### src/rtl/lsc_pkg.sv
// Shared constants, codes and control/status types of the line segment clipper.
package lsc_pkg;

	// Window register width and default coordinate width
	localparam int WIN_BITS       = 12;
	localparam int COORD_BITS_DEF = 16;
	localparam int CFG_IDX_BITS   = 1;

	// Configuration register indexes
	typedef enum logic [CFG_IDX_BITS-1:0] {
		REG_WINDOW_WIDTH  = 1'b0,
		REG_WINDOW_HEIGHT = 1'b1
	} cfg_reg_t;

	localparam logic [WIN_BITS-1:0] WIDTH_RESET  = 12'd1024;
	localparam logic [WIN_BITS-1:0] HEIGHT_RESET = 12'd768;

	// Clip round limit
	localparam int              ROUND_BITS = 3;
	localparam logic [ROUND_BITS-1:0] MAX_ROUNDS = 3'd4;

	// Outcode bit positions
	typedef logic [3:0] outcode_t;
	localparam int CODE_LEFT   = 0;
	localparam int CODE_RIGHT  = 1;
	localparam int CODE_BOTTOM = 2;
	localparam int CODE_TOP    = 3;

	// Controller to datapath commands
	typedef struct packed {
		logic load;   // capture a new segment
		logic start;  // latch round operands, kick the mul/div unit
		logic apply;  // write the interpolated endpoint back
		logic emit;   // load the output register
		logic keep;   // segment accepted (qualifies emit)
	} lsc_cmd_t;

	// Datapath to controller status
	typedef struct packed {
		logic both_in;   // both outcodes zero
		logic reject;    // outcodes share an outside bit
		logic div_done;  // interpolated quotient ready
	} lsc_sts_t;

endpackage

### src/rtl/lsc_muldiv.sv
// Shared multiply then iterative restoring divide unit: trunc(a * b / c).
module lsc_muldiv #(
	parameter int OP_BITS = 16
) (
	input  logic                 clk,
	input  logic                 arst_n,
	input  logic                 start,
	input  logic signed [OP_BITS:0] op_a,
	input  logic signed [OP_BITS:0] op_b,
	input  logic signed [OP_BITS:0] op_c,
	output logic                 done,
	output logic signed [OP_BITS:0] quot
);

	localparam int CNT_BITS = $clog2(OP_BITS + 1);

	typedef enum logic [1:0] {
		MD_IDLE,
		MD_MUL,
		MD_DIV
	} md_state_t;

	md_state_t             state_q;
	logic [CNT_BITS-1:0]   cnt_q;
	logic                  done_q;

	logic [OP_BITS-1:0]    ua_q, ub_q, uc_q;
	logic                  neg_q;
	logic [OP_BITS-1:0]    rem_q, quo_q;

	logic [OP_BITS:0]      abs_a, abs_b, abs_c;
	logic [2*OP_BITS-1:0]  prod;
	logic [OP_BITS:0]      trial, trial_diff;
	logic                  fits;
	logic [OP_BITS:0]      mag;

	// Operand magnitudes; the clipper keeps |b| <= |c|, so quotient fits OP_BITS
	assign abs_a = op_a[OP_BITS] ? (~op_a + 1'b1) : op_a;
	assign abs_b = op_b[OP_BITS] ? (~op_b + 1'b1) : op_b;
	assign abs_c = op_c[OP_BITS] ? (~op_c + 1'b1) : op_c;

	assign prod = ua_q * ub_q;

	// One quotient bit per cycle
	assign trial      = {rem_q, quo_q[OP_BITS-1]};
	assign fits       = trial >= {1'b0, uc_q};
	assign trial_diff = trial - {1'b0, uc_q};

	// Sign fix-up; zero divisor gives zero
	assign mag  = (uc_q == '0) ? '0 : {1'b0, quo_q};
	assign quot = neg_q ? $signed(~mag + 1'b1) : $signed(mag);
	assign done = done_q;

	// Sequencer
	always_ff @(posedge clk or negedge arst_n) begin
		if (!arst_n) begin
			state_q <= MD_IDLE;
			cnt_q   <= '0;
			done_q  <= 1'b0;
		end else begin
			done_q <= (state_q == MD_DIV) && (cnt_q == CNT_BITS'(1));
			unique case (state_q)
				MD_IDLE: begin
					if (start) begin
						state_q <= MD_MUL;
					end
				end
				MD_MUL: begin
					state_q <= MD_DIV;
					cnt_q   <= CNT_BITS'(OP_BITS);
				end
				MD_DIV: begin
					cnt_q <= cnt_q - 1'b1;
					if (cnt_q == CNT_BITS'(1)) begin
						state_q <= MD_IDLE;
					end
				end
				default: begin
					state_q <= MD_IDLE;
				end
			endcase
		end
	end

	// Operand, product and shift registers
	always_ff @(posedge clk) begin
		if (start && state_q == MD_IDLE) begin
			ua_q  <= abs_a[OP_BITS-1:0];
			ub_q  <= abs_b[OP_BITS-1:0];
			uc_q  <= abs_c[OP_BITS-1:0];
			neg_q <= op_a[OP_BITS] ^ op_b[OP_BITS] ^ op_c[OP_BITS];
		end
		if (state_q == MD_MUL) begin
			{rem_q, quo_q} <= prod;
		end
		if (state_q == MD_DIV) begin
			rem_q <= fits ? trial_diff[OP_BITS-1:0] : trial[OP_BITS-1:0];
			quo_q <= {quo_q[OP_BITS-2:0], fits};
		end
	end

endmodule

### src/rtl/lsc_datapath.sv
// Clipper datapath: endpoint registers, outcodes, round operands and output register.
module lsc_datapath #(
	parameter int COORD_BITS = lsc_pkg::COORD_BITS_DEF
) (
	input  logic                           clk,
	input  logic                           arst_n,
	input  lsc_pkg::lsc_cmd_t              cmd,
	output lsc_pkg::lsc_sts_t              sts,
	input  logic [lsc_pkg::WIN_BITS-1:0]   win_w,
	input  logic [lsc_pkg::WIN_BITS-1:0]   win_h,
	input  logic signed [COORD_BITS-1:0]   in_x0,
	input  logic signed [COORD_BITS-1:0]   in_y0,
	input  logic signed [COORD_BITS-1:0]   in_x1,
	input  logic signed [COORD_BITS-1:0]   in_y1,
	output logic                           res_acc,
	output logic signed [COORD_BITS-1:0]   res_x0,
	output logic signed [COORD_BITS-1:0]   res_y0,
	output logic signed [COORD_BITS-1:0]   res_x1,
	output logic signed [COORD_BITS-1:0]   res_y1
);

	// Internal coordinates also hold the window edges
	localparam int CW = (COORD_BITS > lsc_pkg::WIN_BITS) ? COORD_BITS : lsc_pkg::WIN_BITS + 1;
	localparam int DW = CW + 1;

	logic signed [CW-1:0] x0_q, y0_q, x1_q, y1_q;
	logic                 side_q, horiz_q;
	logic signed [CW-1:0] edge_q, base_q;

	logic                 acc_q;
	logic signed [COORD_BITS-1:0] rx0_q, ry0_q, rx1_q, ry1_q;

	logic signed [CW-1:0] edge_w, edge_h, edge_v, new_v;
	lsc_pkg::outcode_t    c0, c1, co;
	logic                 move1, horiz;
	logic signed [DW-1:0] dx, dy, op_a, op_b, op_c, md_q, sum;
	logic                 md_done;

	function automatic lsc_pkg::outcode_t f_code(
		input logic signed [CW-1:0] x,
		input logic signed [CW-1:0] y,
		input logic signed [CW-1:0] w,
		input logic signed [CW-1:0] h
	);
		lsc_pkg::outcode_t code;
		code = '0;
		if (x < 0) begin
			code[lsc_pkg::CODE_LEFT] = 1'b1;
		end else if (x > w) begin
			code[lsc_pkg::CODE_RIGHT] = 1'b1;
		end
		if (y < 0) begin
			code[lsc_pkg::CODE_BOTTOM] = 1'b1;
		end else if (y > h) begin
			code[lsc_pkg::CODE_TOP] = 1'b1;
		end
		return code;
	endfunction

	assign edge_w = $signed({{(CW-lsc_pkg::WIN_BITS){1'b0}}, win_w});
	assign edge_h = $signed({{(CW-lsc_pkg::WIN_BITS){1'b0}}, win_h});

	// Outcodes and trivial decisions
	assign c0 = f_code(x0_q, y0_q, edge_w, edge_h);
	assign c1 = f_code(x1_q, y1_q, edge_w, edge_h);

	assign sts.both_in  = (c0 == '0) && (c1 == '0);
	assign sts.reject   = (c0 & c1) != '0;
	assign sts.div_done = md_done;

	// Pick the outside endpoint and the edge it crosses: top, bottom, right, left
	assign move1 = (c0 == '0);
	assign co    = move1 ? c1 : c0;
	assign horiz = co[lsc_pkg::CODE_TOP] | co[lsc_pkg::CODE_BOTTOM];

	always_comb begin
		if (co[lsc_pkg::CODE_TOP]) begin
			edge_v = edge_h;
		end else if (co[lsc_pkg::CODE_BOTTOM]) begin
			edge_v = '0;
		end else if (co[lsc_pkg::CODE_RIGHT]) begin
			edge_v = edge_w;
		end else begin
			edge_v = '0;
		end
	end

	assign dx   = DW'(x1_q) - DW'(x0_q);
	assign dy   = DW'(y1_q) - DW'(y0_q);
	assign op_a = horiz ? dx : dy;
	assign op_c = horiz ? dy : dx;
	assign op_b = DW'(edge_v) - DW'(horiz ? y0_q : x0_q);

	lsc_muldiv #(
		.OP_BITS (CW)
	) u_muldiv (
		.clk    (clk),
		.arst_n (arst_n),
		.start  (cmd.start),
		.op_a   (op_a),
		.op_b   (op_b),
		.op_c   (op_c),
		.done   (md_done),
		.quot   (md_q)
	);

	// Interpolated coordinate, always between the two endpoints
	assign sum   = DW'(base_q) + md_q;
	assign new_v = sum[CW-1:0];

	// Endpoint and round registers
	always_ff @(posedge clk) begin
		if (cmd.load) begin
			x0_q <= CW'(in_x0);
			y0_q <= CW'(in_y0);
			x1_q <= CW'(in_x1);
			y1_q <= CW'(in_y1);
		end
		if (cmd.start) begin
			side_q  <= move1;
			horiz_q <= horiz;
			edge_q  <= edge_v;
			base_q  <= horiz ? x0_q : y0_q;
		end
		if (cmd.apply) begin
			if (side_q) begin
				x1_q <= horiz_q ? new_v : edge_q;
				y1_q <= horiz_q ? edge_q : new_v;
			end else begin
				x0_q <= horiz_q ? new_v : edge_q;
				y0_q <= horiz_q ? edge_q : new_v;
			end
		end
	end

	// Output register; rejected segments read as zero
	always_ff @(posedge clk) begin
		if (cmd.emit) begin
			acc_q <= cmd.keep;
			rx0_q <= cmd.keep ? x0_q[COORD_BITS-1:0] : '0;
			ry0_q <= cmd.keep ? y0_q[COORD_BITS-1:0] : '0;
			rx1_q <= cmd.keep ? x1_q[COORD_BITS-1:0] : '0;
			ry1_q <= cmd.keep ? y1_q[COORD_BITS-1:0] : '0;
		end
	end

	assign res_acc = acc_q;
	assign res_x0  = rx0_q;
	assign res_y0  = ry0_q;
	assign res_x1  = rx1_q;
	assign res_y1  = ry1_q;

endmodule

### src/rtl/lsc_ctrl.sv
// Clipper controller: transaction handshakes and clip round sequencing.
module lsc_ctrl (
	input  logic              clk,
	input  logic              arst_n,
	input  logic              in_valid,
	output logic              in_ready,
	output logic              out_valid,
	input  logic              out_ready,
	input  lsc_pkg::lsc_sts_t sts,
	output lsc_pkg::lsc_cmd_t cmd
);

	typedef enum logic [1:0] {
		S_IDLE,
		S_EVAL,
		S_WAIT,
		S_FINISH
	} state_t;

	state_t                          state_q;
	logic [lsc_pkg::ROUND_BITS-1:0]  rnd_q;
	logic                            keep_q;
	logic                            out_valid_q;
	logic                            more;

	assign more = !sts.both_in && !sts.reject && (rnd_q != lsc_pkg::MAX_ROUNDS);

	// Commands
	always_comb begin
		cmd       = '0;
		cmd.load  = (state_q == S_IDLE) && in_valid;
		cmd.start = (state_q == S_EVAL) && more;
		cmd.apply = (state_q == S_WAIT) && sts.div_done;
		cmd.emit  = (state_q == S_FINISH) && (!out_valid_q || out_ready);
		cmd.keep  = keep_q;
	end

	assign in_ready  = (state_q == S_IDLE);
	assign out_valid = out_valid_q;

	// State, round count and output valid
	always_ff @(posedge clk or negedge arst_n) begin
		if (!arst_n) begin
			state_q     <= S_IDLE;
			rnd_q       <= '0;
			keep_q      <= 1'b0;
			out_valid_q <= 1'b0;
		end else begin
			// valid rises on a handover, falls when the result is taken
			if (cmd.emit) begin
				out_valid_q <= 1'b1;
			end else if (out_ready) begin
				out_valid_q <= 1'b0;
			end
			unique case (state_q)
				S_IDLE: begin
					if (in_valid) begin
						rnd_q   <= '0;
						state_q <= S_EVAL;
					end
				end
				S_EVAL: begin
					if (sts.both_in) begin
						keep_q  <= 1'b1;
						state_q <= S_FINISH;
					end else if (!more) begin
						keep_q  <= 1'b0;
						state_q <= S_FINISH;
					end else begin
						rnd_q   <= rnd_q + 1'b1;
						state_q <= S_WAIT;
					end
				end
				S_WAIT: begin
					if (sts.div_done) begin
						state_q <= S_EVAL;
					end
				end
				S_FINISH: begin
					if (cmd.emit) begin
						state_q <= S_IDLE;
					end
				end
				default: begin
					state_q <= S_IDLE;
				end
			endcase
		end
	end

endmodule

### src/rtl/line_segment_clipper_core.sv
// Top level of the Cohen-Sutherland line segment clipper.
//
//   channel  direction  handshake            payload
//   cfg      in         cfg_we               cfg_index, cfg_data
//   in       in         in_valid / in_ready  start_x, start_y, end_x, end_y
//   out      out        out_valid / out_ready accepted, clipped_start_x/_y, clipped_end_x/_y
//
// Rounds: R = clip rounds (0 to 4) per segment; internal coordinates are CW bits wide,
//   CW = max(COORD_BITS, 13). The shared multiply / restoring-divide unit, one quotient
//   bit per cycle, sets the length of each round.
// Reset: asynchronous, active low; window registers return to 1024 x 768.
// Stalls: a finished result waits in the output register; the next segment is taken
//   once the current one has been handed to that register.
module line_segment_clipper_core #(
	parameter int COORD_BITS = lsc_pkg::COORD_BITS_DEF
) (
	input  logic                               clk,
	input  logic                               arst_n,
	input  logic                               cfg_we,
	input  logic [lsc_pkg::CFG_IDX_BITS-1:0]   cfg_index,
	input  logic [lsc_pkg::WIN_BITS-1:0]       cfg_data,
	input  logic                               in_valid,
	output logic                               in_ready,
	input  logic signed [COORD_BITS-1:0]       start_x,
	input  logic signed [COORD_BITS-1:0]       start_y,
	input  logic signed [COORD_BITS-1:0]       end_x,
	input  logic signed [COORD_BITS-1:0]       end_y,
	output logic                               out_valid,
	input  logic                               out_ready,
	output logic                               accepted,
	output logic signed [COORD_BITS-1:0]       clipped_start_x,
	output logic signed [COORD_BITS-1:0]       clipped_start_y,
	output logic signed [COORD_BITS-1:0]       clipped_end_x,
	output logic signed [COORD_BITS-1:0]       clipped_end_y
);

	logic [lsc_pkg::WIN_BITS-1:0] win_w_q, win_h_q;
	lsc_pkg::lsc_cmd_t            cmd;
	lsc_pkg::lsc_sts_t            sts;

	// Window registers
	always_ff @(posedge clk or negedge arst_n) begin
		if (!arst_n) begin
			win_w_q <= lsc_pkg::WIDTH_RESET;
			win_h_q <= lsc_pkg::HEIGHT_RESET;
		end else if (cfg_we) begin
			unique case (cfg_index)
				lsc_pkg::REG_WINDOW_WIDTH:  win_w_q <= cfg_data;
				lsc_pkg::REG_WINDOW_HEIGHT: win_h_q <= cfg_data;
			endcase
		end
	end

	lsc_ctrl u_ctrl (
		.clk       (clk),
		.arst_n    (arst_n),
		.in_valid  (in_valid),
		.in_ready  (in_ready),
		.out_valid (out_valid),
		.out_ready (out_ready),
		.sts       (sts),
		.cmd       (cmd)
	);

	lsc_datapath #(
		.COORD_BITS (COORD_BITS)
	) u_datapath (
		.clk     (clk),
		.arst_n  (arst_n),
		.cmd     (cmd),
		.sts     (sts),
		.win_w   (win_w_q),
		.win_h   (win_h_q),
		.in_x0   (start_x),
		.in_y0   (start_y),
		.in_x1   (end_x),
		.in_y1   (end_y),
		.res_acc (accepted),
		.res_x0  (clipped_start_x),
		.res_y0  (clipped_start_y),
		.res_x1  (clipped_end_x),
		.res_y1  (clipped_end_y)
	);

	// Engine is busy right after taking a transaction
	a_busy_after_accept: assert property (@(posedge clk) disable iff (!arst_n)
		in_valid && in_ready |=> !in_ready)
		else $error("input taken while a segment is in progress");

	// Rejected segments carry zero endpoints
	a_reject_zero: assert property (@(posedge clk) disable iff (!arst_n)
		out_valid && !accepted |-> clipped_start_x == '0 && clipped_start_y == '0 &&
			clipped_end_x == '0 && clipped_end_y == '0)
		else $error("rejected segment with nonzero endpoints");

	// Accepted endpoints never lie left of or below the window
	a_accept_nonneg: assert property (@(posedge clk) disable iff (!arst_n)
		out_valid && accepted |-> !clipped_start_x[COORD_BITS-1] &&
			!clipped_start_y[COORD_BITS-1] && !clipped_end_x[COORD_BITS-1] &&
			!clipped_end_y[COORD_BITS-1])
		else $error("accepted endpoint outside the window");

endmodule

### config.mk
export PLATFORM = sky130hd
export DESIGN_NAME = line_segment_clipper_core
export DESIGN_NICKNAME = d
export VERILOG_FILES = /design/src/rtl/lsc_pkg.sv /design/src/rtl/lsc_muldiv.sv /design/src/rtl/lsc_datapath.sv /design/src/rtl/lsc_ctrl.sv /design/src/rtl/line_segment_clipper_core.sv
export SDC_FILE = /design/constraint.sdc
export NUM_CORES = 1
export LEC_CHECK = 0
export BUFFER_PORTS_ARGS = -buffer_cell sky130_fd_sc_hd__buf_2
export CORE_AREA = 2 2 283 397
export DETAILED_ROUTE_END_ITERATION = 10
export DIE_AREA = 0 0 285 399
export GPL_ROUTABILITY_DRIVEN = 0
export GPL_TIMING_DRIVEN = 0
export SYNTH_ARGS = -nofsm -noshare
export SYNTH_HDL_FRONTEND = slang
export SYNTH_SLANG_ARGS = --single-unit
### constraint.sdc
create_clock -name clk -period 12.85 [get_ports clk]
set_clock_uncertainty 0.15 [all_clocks]
set_input_delay 1.285 -clock clk [delete_from_list [all_inputs] [get_ports clk]]
set_output_delay 1.285 -clock clk [all_outputs]
set_load 0.02 [all_outputs]
==> metrics.cfg <==
[worst_setup_path]
cp.arrival_ns=8.35
critical_path.max_fanout=10
reg2reg_depth=22
r2r_end=u_datapath.u_muldiv.rem_q[14]
reg2reg_slack_ns=4.67
cp-end-kind=flop
worst_setup_path_start_kind=flop
crit_type=reg2reg
r2r_start=u_datapath.u_muldiv.ua_q[6]
crit_required_ns=13.02

[global_routing]
grt_pass1_vias=22383
grt_antenna_before_repair=2
grt_max_degree=41
grt_pass1_wl_um=137000
grt_overflow_total=0
track_usage_pct=16.0

[floorplanning]
io_pins=149
start_util_pct=24.0
die_w_um=285
dieHeight_um=399
num_rows=144
dieArea_sq_um=114000
coreArea_sq_um=110000

[detailed_routing]
drt_wl_total_um=91800
drc_errors=0
vias=21762
drtAntennaViolNets=0
first_pass_iters=5
detail_route.wl_per_cell_um=20.4
routed_via_density=4.82
drtIter0Drc=1429

[clock_tree]
path_clk_slew_ns=0.07
post_cts_resized=0
clockRootBuffer=clkbuf_16
clk_latency_ns=0.61
clockBufferDepth=3
numCtsBuffers=29
cts.sinks=279
htree_num_levels=1
cts_tree=yes
postCtsSetupBuffers=0
holdBufCountCts=0

[yosys]
synth.area.top_cells=edfxtp_1, fa_1, ha_1, inv_1, dfxtp_1
syn_nets=3364
synth_cells=2843
synth_cell_types=80
synth_ff_type=edfxtp_1
async_reset_ff_share_pct=14.0
yosysSeqAreaShare_pct=28.7
synth_top_area_share_pct=20.1
syn_area_per_cell_sq_um=9.26
synth_seq_cells=279
synth-edff-count=176
synth_largest_area_cell=edfxtp_1
yosysWarningCount=0
syn_area_sq_um=26300

[timing]
fin_crit_sh_pct=63.7
setup_viol=0
fin_crit_ns=8.18
setup_tns_ns=0
rsz0062_at_grt=false
report.final.slew_viol_count=0
max_slew.worst_pin.slew_ns=1.06
finalHoldViolations=0
fmax_mhz=122
timing.slew.headroom_pct=29.1

[layout]
final_common_cell=inv_1
drive_above_1_share_pct=9.70
nets=3548
n_fill_cell=11807
area_growth_pct=14.0
final_cell_mix=inv_1, nand2_1, ha_1

[worst_hold_path]
hold_class=reg2reg
holdPathStages=1
min_to=u_ctrl.rnd_q[2]
min_from=u_ctrl.rnd_q[2]

[run_status]
status=complete, no violations

[place]
io_buffer_count=148
hpwl_um=75100

[run]
drv_cap=0

worst max path at each step:
| stage | startpoint | endpoint | cells after the start | slack, ns |
|---|---|---|---|---|
| 2_1_floorplan | u_datapath.u_muldiv.ua_q[5] | u_datapath.u_muldiv.rem_q[14] | 22 | 6.21 |
| 3_3_place_gp | u_datapath.u_muldiv.ub_q[6] | u_datapath.u_muldiv.rem_q[11] | 23 | 4.74 |
| 3_5_place_dp | u_datapath.u_muldiv.ub_q[6] | u_datapath.u_muldiv.rem_q[14] | 22 | 4.72 |
| 4_1_cts | u_datapath.u_muldiv.ub_q[6] | u_datapath.u_muldiv.rem_q[14] | 22 | 4.69 |
| 5_1_grt | u_datapath.u_muldiv.ub_q[6] | u_datapath.u_muldiv.rem_q[11] | 23 | 4.35 |
| 6_report | u_datapath.u_muldiv.ua_q[6] | u_datapath.u_muldiv.rem_q[14] | 22 | 4.67 |
metal layers:
layer	vias to the layer above	routed length (um)	GRT usage, %
met5	-	22	0
met2	885	44000	27.7
li1	9994	-	-
met4	4	10100	15.1
met3	345	5380	2.18
met1	10534	32300	16.7
cells in the mapped netlist (15+ instances only):
cell type    n
fa_1       199
nor4_1      19
nand2b_1    23
o21ai_0    150
ha_1       240
xor2_1      56
and2_1     163
mux2i_1     69
or3_1       15
o21a_1      18
inv_1      351
xnor2_1     83
nor3_1      28
nand2_1    340
clkbuf_1    88
nand3_1     26
a22o_1      15
nor2b_1     24
dfrtp_1     36
mux2_2      52
nor2_1     173
edfxtp_1   176
a21o_1      36
a21oi_1    154
a211oi_1    34
dfxtp_1     64
a31oi_1     18
sequential cells by signal, summed over array words and instances (netlist names), 2 cells and up:
| name | flops |
|---|---|
| win_w_q | 12 |
| u_datapath.base_q | 16 |
| u_datapath.u_muldiv.uc_q | 16 |
| u_ctrl.state_q | 2 |
| u_ctrl.rnd_q | 3 |
| u_datapath.u_muldiv.quo_q | 16 |
| u_datapath.y1_q | 16 |
| u_datapath.y0_q | 16 |
| u_datapath.res_x1 | 16 |
| u_datapath.u_muldiv.rem_q | 16 |
| u_datapath.res_y0 | 16 |
| u_datapath.res_y1 | 16 |
| u_datapath.x0_q | 16 |
| u_datapath.x1_q | 16 |
| u_datapath.res_x0 | 16 |
| u_datapath.u_muldiv.ua_q | 16 |
| u_datapath.u_muldiv.cnt_q | 5 |
| win_h_q | 12 |
| u_datapath.u_muldiv.ub_q | 16 |
| u_datapath.u_muldiv.state_q | 2 |
| u_datapath.edge_q | 12 |
kinds of logic (layout without fill, tap and decap cells):
group / count (synthesis) / in the layout / synth area share (%)
AOI/OAI and AO/OA: 530 / 530 / 12.7
xor gates and xnor gates: 139 / 139 / 4.62
adders and majority gates: 439 / 439 / 26.5
buffers and inverters: 459 / 666 / 6.67
DFF: 279 / 279 / 28.7
muxes: 122 / 122 / 4.93
other: 0 / 2 / 0
and+or+nand+nor: 875 / 875 / 15.9
final cells by class:
cell class              instances  area, sq um  share of cell area, %
clock inverters                16          208                  0.692
plain buffers                 107          434                   1.45
flip-flops and latches        279         7550                   25.1
well taps                    1460         1830                   6.08
clock buffers                  38          801                   2.67
diodes                          2         5.00                 0.0167
multi-input cells            2105        17100                   56.8
inverters                     352         1320                   4.40
repair buffers                153          828                   2.76
worst max-delay path, stage by stage, from the launching register on:
cell and delay (ns):
edfxtp_1 0.53, clkbuf_1 0.57, nand2_1 0.16, fa_1 0.55
inv_1 0.06, fa_1 0.54, inv_1 0.05, fa_1 0.53
fa_1 0.45, fa_1 0.55, inv_1 0.06, fa_1 0.48
ha_1 0.38, a21o_1 0.20, a21o_1 0.17, a21oi_1 0.13
o21ai_0 0.39, o41ai_1 0.83, o31ai_1 0.20, a41o_1 0.31
o41ai_1 0.34, xor2_1 0.20, mux2i_1 0.08
metrics by stage:
| step | setup slack, ns | hold WS, ns | area (sq um) | util, % | std cells |
|---|---|---|---|---|---|
| 5_1_grt | 4.35 | 0.388 | 30000 | 27.3 | 4510 |
| 3_3_place_gp | 4.74 | 0.324 | 28900 | 26.3 | 4451 |
| 2_1_floorplan | 6.21 | 0.293 | 26300 | - | 2843 |
| 6_report | 4.67 | 0.342 | 30000 | 27.3 | 4512 |
| 3_5_place_dp | 4.72 | 0.337 | 29000 | 26.4 | 4456 |
| 4_1_cts | 4.69 | 0.345 | 30000 | 27.3 | 4510 |
Power is left out: the tool's default activity adds up to more than one toggle a clock period on the data nets, which glitch-free logic cannot reach.
